[config.mk]
export PLATFORM = sky130hd
export DESIGN_NAME = ectcp_ctrl
export DESIGN_NICKNAME = d
export VERILOG_FILES = /design/src/ectcp_pkg.sv /design/src/ectcp_ctrl.sv
export SDC_FILE = /design/constraint.sdc
export NUM_CORES = 1
export LEC_CHECK = 0
export ABC_AREA = 1
export BUFFER_PORTS_ARGS = -buffer_cell sky130_fd_sc_hd__buf_2
export CORE_UTILIZATION = 45
export DETAILED_ROUTE_END_ITERATION = 7
export MAX_ROUTING_LAYER = met4
export PLACE_DENSITY = 0.81
export SYNTH_ARGS = -nofsm -noshare
export SYNTH_HDL_FRONTEND = slang
export SYNTH_SLANG_ARGS = --single-unit
[constraint.sdc]
create_clock -name clk -period 2.3 [get_ports clk]
set_clock_uncertainty 0.05 [all_clocks]
set_input_delay 0.46 -clock clk [delete_from_list [all_inputs] [get_ports clk]]
set_output_delay 0.46 -clock clk [all_outputs]
set_load 0.02 [all_outputs]
[src/ectcp_pkg.sv]
package ectcp_pkg;

    // restoring divider step counts
    localparam logic [5:0] DIV_STEPS_FULL  = 6'd32;
    localparam logic [5:0] DIV_STEPS_RATIO = 6'd24;

    // exp2 factor table, one entry per fraction bit, Q30
    localparam int EXP2_N = 12;
    localparam int CNT_W  = 4;

    typedef logic [30:0] exp_tab_t [EXP2_N];

    typedef enum logic [4:0] {
        DC_NOP,
        DC_LOAD,
        DC_PREP,
        DC_DIV_FLIGHT,
        DC_LHALF,
        DC_LOSS_FIN,
        DC_PASS,
        DC_DIV_CWND,
        DC_SEGC,
        DC_MUL,
        DC_DIV_RATIO,
        DC_RATIO_SAT,
        DC_RATIO_Q,
        DC_NORM,
        DC_LOG,
        DC_DIV5A,
        DC_DIV5B,
        DC_EXP,
        DC_WT,
        DC_CRED,
        DC_STEP,
        DC_BELOW,
        DC_DIV_NR,
        DC_NR_FIN,
        DC_OUT
    } dp_op_t;

    typedef enum logic [4:0] {
        ST_IDLE,
        ST_PREP,
        ST_LDIV1,
        ST_LDIV2,
        ST_CHK,
        ST_SDIV,
        ST_MUL,
        ST_RCHK,
        ST_RDIV,
        ST_NORM,
        ST_LOG,
        ST_D5A,
        ST_D5B,
        ST_EXP,
        ST_WT,
        ST_CRED,
        ST_LOOP,
        ST_NDIV,
        ST_OUT
    } ctrl_state_t;

    typedef struct packed {
        dp_op_t op;
        logic   div_start;
    } dp_cmd_t;

    typedef struct packed {
        logic div_done;
        logic div_busy;
        logic is_loss;
        logic cwnd_lt_ssth;
        logic segs_zero;
        logic rtt_zero;
        logic prod_zero;
        logic prod_big;
        logic ratio_zero;
        logic cnt_last;
        logic cred_ge;
        logic below_loss;
        logic out_busy;
    } dp_status_t;

    // floor square root, evaluated at elaboration only
    function automatic logic [63:0] isqrt64(input logic [63:0] v);
        logic [63:0] res;
        logic [63:0] bq;
        logic [63:0] rem;
        res = 64'd0;
        bq  = 64'd1 << 62;
        rem = v;
        for (int i = 0; i < 32; i++)
        begin
            if (rem >= res + bq)
            begin
                rem = rem - (res + bq);
                res = (res >> 1) + bq;
            end
            else
            begin
                res = res >> 1;
            end
            bq = bq >> 2;
        end
        return res;
    endfunction

    function automatic exp_tab_t build_exp2_tab();
        exp_tab_t    t;
        logic [63:0] c;
        c = isqrt64(64'd2 << 60);
        for (int i = 0; i < EXP2_N; i++)
        begin
            t[i] = c[30:0];
            c    = isqrt64(c << 30);
        end
        return t;
    endfunction

    localparam exp_tab_t EXP2_TAB = build_exp2_tab();

endpackage

[src/ectcp_ctrl.sv]
module ectcp_ctrl
    import ectcp_pkg::*;
(
    input  logic       clk,
    input  logic       rst_n,
    input  logic       in_valid,
    output logic       in_stall,
    input  dp_status_t st,
    output dp_cmd_t    cmd
);

    ctrl_state_t state_reg, state_next;

    always_comb
    begin
        state_next = state_reg;
        unique case (state_reg)
            ST_IDLE:  if (in_valid) state_next = ST_PREP;
            ST_PREP:  state_next = st.is_loss ? ST_LDIV1 : ST_CHK;
            ST_LDIV1: if (st.div_done) state_next = ST_LDIV2;
            ST_LDIV2: if (st.div_done) state_next = ST_OUT;
            ST_CHK:   state_next = st.cwnd_lt_ssth ? ST_OUT : ST_SDIV;
            ST_SDIV:
            begin
                if (st.div_done)
                begin
                    state_next = (st.segs_zero || st.rtt_zero) ? ST_LOOP : ST_MUL;
                end
            end
            ST_MUL:   state_next = ST_RCHK;
            ST_RCHK:
            begin
                if (st.prod_zero)
                    state_next = ST_LOOP;
                else if (st.prod_big)
                    state_next = ST_NORM;
                else
                    state_next = ST_RDIV;
            end
            ST_RDIV:  if (st.div_done) state_next = ST_NORM;
            ST_NORM:  state_next = st.ratio_zero ? ST_LOOP : ST_LOG;
            ST_LOG:   if (st.cnt_last) state_next = ST_D5A;
            ST_D5A:   state_next = ST_D5B;
            ST_D5B:   state_next = ST_EXP;
            ST_EXP:   if (st.cnt_last) state_next = ST_WT;
            ST_WT:    state_next = ST_CRED;
            ST_CRED:  state_next = ST_LOOP;
            ST_LOOP:
            begin
                if (st.cred_ge)
                    state_next = ST_LOOP;
                else if (st.below_loss || st.segs_zero)
                    state_next = ST_OUT;
                else
                    state_next = ST_NDIV;
            end
            ST_NDIV:  if (st.div_done) state_next = ST_OUT;
            ST_OUT:   if (!st.out_busy) state_next = ST_IDLE;
            default:  state_next = ST_IDLE;
        endcase
    end

    always_comb
    begin
        cmd.op        = DC_NOP;
        cmd.div_start = 1'b0;
        unique case (state_reg)
            ST_IDLE:  if (in_valid) cmd.op = DC_LOAD;
            ST_PREP:
            begin
                if (st.is_loss)
                begin
                    cmd.op        = DC_DIV_FLIGHT;
                    cmd.div_start = 1'b1;
                end
                else
                begin
                    cmd.op = DC_PREP;
                end
            end
            ST_LDIV1:
            begin
                if (st.div_done)
                begin
                    cmd.op        = DC_LHALF;
                    cmd.div_start = 1'b1;
                end
            end
            ST_LDIV2: if (st.div_done) cmd.op = DC_LOSS_FIN;
            ST_CHK:
            begin
                if (st.cwnd_lt_ssth)
                begin
                    cmd.op = DC_PASS;
                end
                else
                begin
                    cmd.op        = DC_DIV_CWND;
                    cmd.div_start = 1'b1;
                end
            end
            ST_SDIV:  if (st.div_done) cmd.op = DC_SEGC;
            ST_MUL:   cmd.op = DC_MUL;
            ST_RCHK:
            begin
                if (st.prod_zero)
                begin
                    cmd.op = DC_NOP;
                end
                else if (st.prod_big)
                begin
                    cmd.op = DC_RATIO_SAT;
                end
                else
                begin
                    cmd.op        = DC_DIV_RATIO;
                    cmd.div_start = 1'b1;
                end
            end
            ST_RDIV:  if (st.div_done) cmd.op = DC_RATIO_Q;
            ST_NORM:  if (!st.ratio_zero) cmd.op = DC_NORM;
            ST_LOG:   cmd.op = DC_LOG;
            ST_D5A:   cmd.op = DC_DIV5A;
            ST_D5B:   cmd.op = DC_DIV5B;
            ST_EXP:   cmd.op = DC_EXP;
            ST_WT:    cmd.op = DC_WT;
            ST_CRED:  cmd.op = DC_CRED;
            ST_LOOP:
            begin
                if (st.cred_ge)
                begin
                    cmd.op = DC_STEP;
                end
                else if (st.below_loss)
                begin
                    cmd.op = DC_BELOW;
                end
                else if (st.segs_zero)
                begin
                    cmd.op = DC_PASS;
                end
                else
                begin
                    cmd.op        = DC_DIV_NR;
                    cmd.div_start = 1'b1;
                end
            end
            ST_NDIV:  if (st.div_done) cmd.op = DC_NR_FIN;
            ST_OUT:   if (!st.out_busy) cmd.op = DC_OUT;
            default:  cmd.op = DC_NOP;
        endcase
    end

    always_ff @(posedge clk or negedge rst_n)
    begin
        if (!rst_n)
        begin
            state_reg <= ST_IDLE;
        end
        else
        begin
            state_reg <= state_next;
        end
    end

    assign in_stall = state_reg != ST_IDLE;

endmodule

==> results of run 1 <==
==> timing repair <==
action                                  CTS  global route
buffers inserted                          0             2
endpoints found under the setup margin    0             6
gates resized for setup                   0             9
hold endpoints to repair                  5             0
hold buffers                              1             0
==> path summary, 6_finish.rpt <==
kind | end | slack [ns] | cells after the start
min in group clk | state_reg[1] | 0.53 | 2
max in group asynchronous | state_reg[1] | 1.55 | 2
worst max-delay path | cmd[1] | 0.15 | 8
worst max register to register | state_reg[1] | 0.74 | 9
worst min register to register | state_reg[1] | 0.53 | 2
worst min-delay path | state_reg[4] | 0.51 | 2
==> Yosys cell counts, drive strengths merged <==
| cell | instances | area share, % |
|---|---|---|
| nand2 | 53 | 26 |
| nor2 | 29 | 15 |
| inv | 20 | 9.0 |
| nand3 | 19 | 13 |
| nand4 | 8 | 6.0 |
| a21oi | 5 | 4.3 |
| dfrtp | 5 | 15 |
| nor3 | 3 | 1.8 |
| o21ai | 3 | 1.8 |
| buf | 2 | 1.9 |
| nand3b | 2 | 1.8 |
| a211oi | 1 | 0.90 |
| a31oi | 1 | 0.75 |
| clkinv | 1 | 0.45 |
| o2111ai | 1 | 1.0 |
| o21a | 1 | 0.90 |
| or2 | 1 | 0.75 |
==> per-layer routing <==
| metal | up-vias | global-route usage (%) |
|---|---|---|
| met4 | 0 | 7.273 |
| met5 | - | - |
| met1 | 477 | 41.75 |
| li1 | 562 | - |
| met2 | 63 | 40.29 |
| met3 | 2 | 6.000 |
==> worst max-delay path, delay by kind of cell (launching register included) <==
kind,cells,cell delay [ns]
DFF,1,0.44
buffers and inverters,2,0.28
AOI/OAI and AO/OA,1,0.05
and+or+nand+nor,5,0.63
==> per-stage QoR <==
| step | instances | total power (W) | area [sq um] | setup WS (ns) |
|---|---|---|---|---|
| 2_1_floorplan | 155 | 0.0008264 | 838.3 | 0.4485 |
| 3_3_place_gp | 202 | 0.001052 | 980.9 | 0.3238 |
| 3_5_place_dp | 202 | 0.001057 | 980.9 | 0.3325 |
| 4_1_cts | 207 | 0.001169 | 1017 | 0.06639 |
| 5_1_grt | 209 | 0.001347 | 1054 | 0.009435 |
| 6_report | 209 | 0.001219 | 1054 | 0.1459 |
==> where the power goes <==
group / switching [W] / internal [W]
Sequential: 0.0000638 / 0.000128
Combinational: 0.000599 / 0.000323
Clock: 0.0000391 / 0.0000658
==> cells by family (layout without fill, tap and decap cells) <==
logic type | count (synthesis) | after routing | share of synthesized area, %
simple gates | 115 | 115 | 64.03
buf+inv | 23 | 52 | 11.34
flops | 5 | 5 | 14.93
compound gates | 12 | 12 | 9.703
==> cell type report <==
cell class / instances / share of cell area, %
clock buffers: 4 / 2.494
inverters: 21 / 7.838
multi-input cells: 127 / 59.86
flip-flops and latches: 5 / 12.35
well taps: 25 / 2.969
repair buffers: 27 / 14.49
==> results by group, run 1 <==
STA
  • Fin. max-slew vios: 0
  • Final Hold Vio Count: 0
  • Unrepaired setup endpoints after global routing: false
  • Setup TNS: 0 ns
  • Max Freq: 464.2 MHz
  • Slew HR: 78.33%
  • Final period util: 93.66%
  • Tightest Pin Transition: 0.3239 ns
  • Final setup vio count: 0
  • Hold_ws: 0.5134 ns
  • Min Tclk post-route: 2.154 ns

Finish
  • Most frequent cells in the layout: nand2_1, buf_2, inv_1, nor2_1, nand3_1
  • Area of the multi-input gates: 630.6 sq um
  • Nets: 201
  • Reg area: 130.1 sq um
  • Filler instances: 181
  • Area growth syn-to-layout: 25.67%
  • Proportion of layout cells with a drive suffix above 1: 28.80%
  • Layout Utilization: 60.36%
  • Max reg flops: 5
  • Commonest non-fill, non-tap cell in the layout: nand2_1
  • Antenna cells: 0

Detailed routing
  • Metal-1 WL: 1.087 mm
  • WL final: 2.503 mm
  • Wirelength per Cell: 11.98 microns
  • Detail Route Antenna Nets: 0
  • First drt pass iteration count: 4
  • WL met3: 268 microns
  • DRC Markers: 0
  • Vias after detailed routing: 1104
  • Vias per Instance: 5.282
  • Starting DRT DRC Count: 41
  • Uppermost layer routed: met4
  • Met2 WL post-DR: 1.125 mm

Logic synthesis
  • Synth unique cells: 24
  • Synth Area per Inst: 5.408 sq um
  • Synthesis Warnings: 0
  • Syn Nets: 171
  • Register area share after synthesis: 14.93%
  • Netlist Area Pre-Place: 838.3 sq um
  • Synth Instances: 155
  • Yosys reg bits: 5

Clock network
  • Worst-path clk slew: 0.04 ns
  • Clock root buffer: clkbuf_4
  • Clock Sinks: 5
  • Clock Path Buffers: 2
  • CTS H-tree depth: 1
  • TritonCTS buffer count: 3
  • Clk_lat worst skew: 0.25 ns
  • CTS tree: done

Global route
  • Vias in the first global route: 909
  • First-pass GRT wire length: 4.091 mm
  • Largest net degree at the start of global routing: 11
  • GRT Total Usage: 28.84%
  • Number of antenna violations at the first check in global routing: 0
  • Grt ovf: 0

Critical path
  • Worst Setup SP: state_reg[3]
  • CP cell instances: inv_1, nand2_1, nor2_2, nand3_1, nand2_1, a21oi_1, nand4_1, buf_2
  • CP arrival: 1.64 ns
  • RR Startpoint: state_reg[3]
  • Largest stage delay, worst path: 0.44 ns
  • CP max-delay cell: dfrtp_2
  • Crit-path max FO: 6
  • Critical path class: flip-flop to output pin
  • Critical path required time: 1.79 ns
  • CP most frequent cell: nand2_1
  • Startpoint Class: flip-flop
  • Critical Path End Type: output pin

Placement
  • Dpl hpwl: 2.069 mm
  • Gpl congestion: 0.9929
  • IO buf count: 21

Power and ir drop
  • Power per cell area: 1157 nW/um^2
  • Leakage power: 0.6389 nW
  • Peak VDD IR: 674.5 uV

Floorplanning
  • Site Rows: 15
  • Die H: 45.16 microns
  • Die area: 2039 sq um
  • Core box area: 1745 sq um
  • # IOs: 23
  • Die Wd: 45.16 microns
  • Initial Utilization: 48.03%

Flow run
  • Max cap viols: 0

Worst hold path
  • Worst min path class: primary input to asynchronous set/reset pin

Status
  • Status: finished clean
No activity file was read; power rests on OpenSTA's default activity.
==> inputs of run 2 (changes only) <==
--- a/config.mk
+++ b/config.mk
@@ -6,7 +6,7 @@
 export NUM_CORES = 1
 export LEC_CHECK = 0
 export ABC_AREA = 1
-export BUFFER_PORTS_ARGS = -buffer_cell sky130_fd_sc_hd__buf_2
+export BUFFER_PORTS_ARGS = -buffer_cell sky130_fd_sc_hd__clkbuf_2
 export CORE_UTILIZATION = 45
 export DETAILED_ROUTE_END_ITERATION = 7
 export MAX_ROUTING_LAYER = met4
==> run 2 against run 1 <==
Against the previous run: cell count grew 1.4%; register-to-register slack lost 0.07 ns; combinational power grew 5.2%; non-clock buffer count grew 3; setup slack lost 0.068 ns; final area grew 2.5%; clock-buffer cell count is the same; hold slack gained 0.016 ns; flip-flop and latch count is the same; first-iteration DRC count grew 61%; critical path depth shrank 1; utilization grew 1.5 points; highest routed layer unchanged.
==> results by group, run 2 (synthesized netlist as in run 1, its figures left out) <==
Status
  • Status: finished clean

Power and ir drop
  • Power per cell area: 1178 nW/um^2
  • Leakage power: 0.6594 nW
  • Final Power: 0.001273 W
  • Peak VDD IR: 700.5 uV

Critical path
  • Largest stage delay, worst path: 0.45 ns
  • Critical path required time: 1.79 ns
  • CP cell instances: nor2_2, buf_4, nand2_1, nor2_1, o21ai_0, o2111ai_1, clkbuf_2
  • CP arrival: 1.71 ns
  • Critical Path End Type: output pin
  • CP max-delay cell: dfrtp_1
  • Crit-path max FO: 8
  • Startpoint Class: flip-flop
  • Critical path class: flip-flop to output pin

Finish
  • Proportion of layout cells with a drive suffix above 1: 29.41%
  • Nets: 204
  • Area growth syn-to-layout: 28.81%
  • Design Area, Final: 1080 sq um
  • Most frequent cells in the layout: nand2_1, clkbuf_2, nor2_1, inv_1, nand3_1
  • Antenna cells: 0
  • Max reg flops: 5
  • Layout Utilization: 61.86%
  • Commonest non-fill, non-tap cell in the layout: nand2_1

Detailed routing
  • Detail Route Antenna Nets: 0
  • Vias after detailed routing: 1149
  • DRC Markers: 0
  • WL final: 2.719 mm
  • Wirelength per Cell: 12.83 microns
  • Starting DRT DRC Count: 66
  • First drt pass iteration count: 4
  • Vias per Instance: 5.420

STA
  • Min Tclk post-route: 2.222 ns
  • Slew HR: 76.45%
  • Final setup vio count: 0
  • Final period util: 96.61%
  • Tightest Pin Transition: 0.3519 ns
  • Fin. max-slew vios: 0
  • Max Freq: 450.1 MHz
  • Final Hold Vio Count: 0
  • Final worst slack: 0.07806 ns

Floorplanning
  • Core box area: 1745 sq um
  • # IOs: 23
  • Site Rows: 15
  • Die H: 45.16 microns
  • Die area: 2039 sq um
  • Initial Utilization: 48.03%
  • Die Wd: 45.16 microns

Clock network
  • Clock root buffer: clkbuf_4
  • CTS H-tree depth: 1
  • TritonCTS buffer count: 3
  • Clock Sinks: 5
  • Clk_lat worst skew: 0.25 ns
  • Clock Path Buffers: 2
  • Worst-path clk slew: 0.05 ns
  • CTS tree: done

Placement
  • IO buf count: 21
  • DP Worst Slack: 0.2609 ns
  • DP Area: 980.9 sq um
  • Dpl hpwl: 2.143 mm
  • Gpl congestion: 0.9494

Global route
  • First-pass GRT wire length: 4.257 mm
  • Largest net degree at the start of global routing: 11
  • GRT Total Usage: 29.66%
  • Grt ovf: 0
  • Number of antenna violations at the first check in global routing: 0
  • Vias in the first global route: 973

Flow run
  • Max cap viols: 0

Worst hold path
  • Worst min path class: primary input to asynchronous set/reset pin
## run 2: metal layers
layer / vias to the layer above / track usage (%) / part of all wire (%)
li1: 569 / - / -
met1: 507 / 40.49 / 43
met2: 62 / 43.48 / 46
met3: 11 / 6.000 / 8.5
met4: 0 / 9.697 / 2.6
met5: - / - / 0
## run 2: worst paths after layout
check	from	to	slack, ns	cells after the start
min	rst_n	state_reg[0]	0.53	2
max reg2reg	state_reg[2]	state_reg[2]	0.67	9
min reg2reg	state_reg[1]	state_reg[1]	0.59	2
max	state_reg[1]	cmd[5]	0.08	7
max in group asynchronous	rst_n	state_reg[0]	1.52	2
min in group clk	st[3]	state_reg[0]	0.56	5
## run 2: stage by stage
stage                     hold slack, ns   TNS, ns  instances
after floorplan                   0.1144         0        155
after global placement            0.2248         0        202
after detailed placement          0.2345         0        202
after CTS                         0.5156         0        207
after global routing              0.5502  -0.02018        212
final                             0.5294         0        212
## run 2: area by class of cell
cell class | count | area [sq um]
multi-input cells | 127 | 638.1
fillers | 186 | 665.6
clock buffers | 4 | 26.28
flip-flops and latches | 5 | 126.4
repair buffers | 30 | 175.2
inverters | 21 | 82.58
well taps | 25 | 31.28
## run 2: where the power goes
group          total, W  leakage [nW]  switching [W]  internal (W)
Sequential     0.000192        0.0639      0.0000671      0.000125
Combinational  0.000970         0.581       0.000625      0.000344
Clock          0.000111        0.0150      0.0000450     0.0000662
## run 2: critical path: cells and delay by family (launching register included)
family | cells | cell delay, ns
AO/OA/AOI/OAI | 2 | 0.20
buffers and inverters | 2 | 0.38
flip-flops | 1 | 0.45
AND/OR/NAND/NOR | 3 | 0.43
## run 2: repair_timing
| action | CTS | global route |
|---|---|---|
| endpoints found under the hold margin | 5 | 0 |
| setup buffers | 0 | 5 |
| setup endpoints to repair | 0 | 6 |
| gates resized for setup | 0 | 8 |
| hold buffers | 1 | 0 |
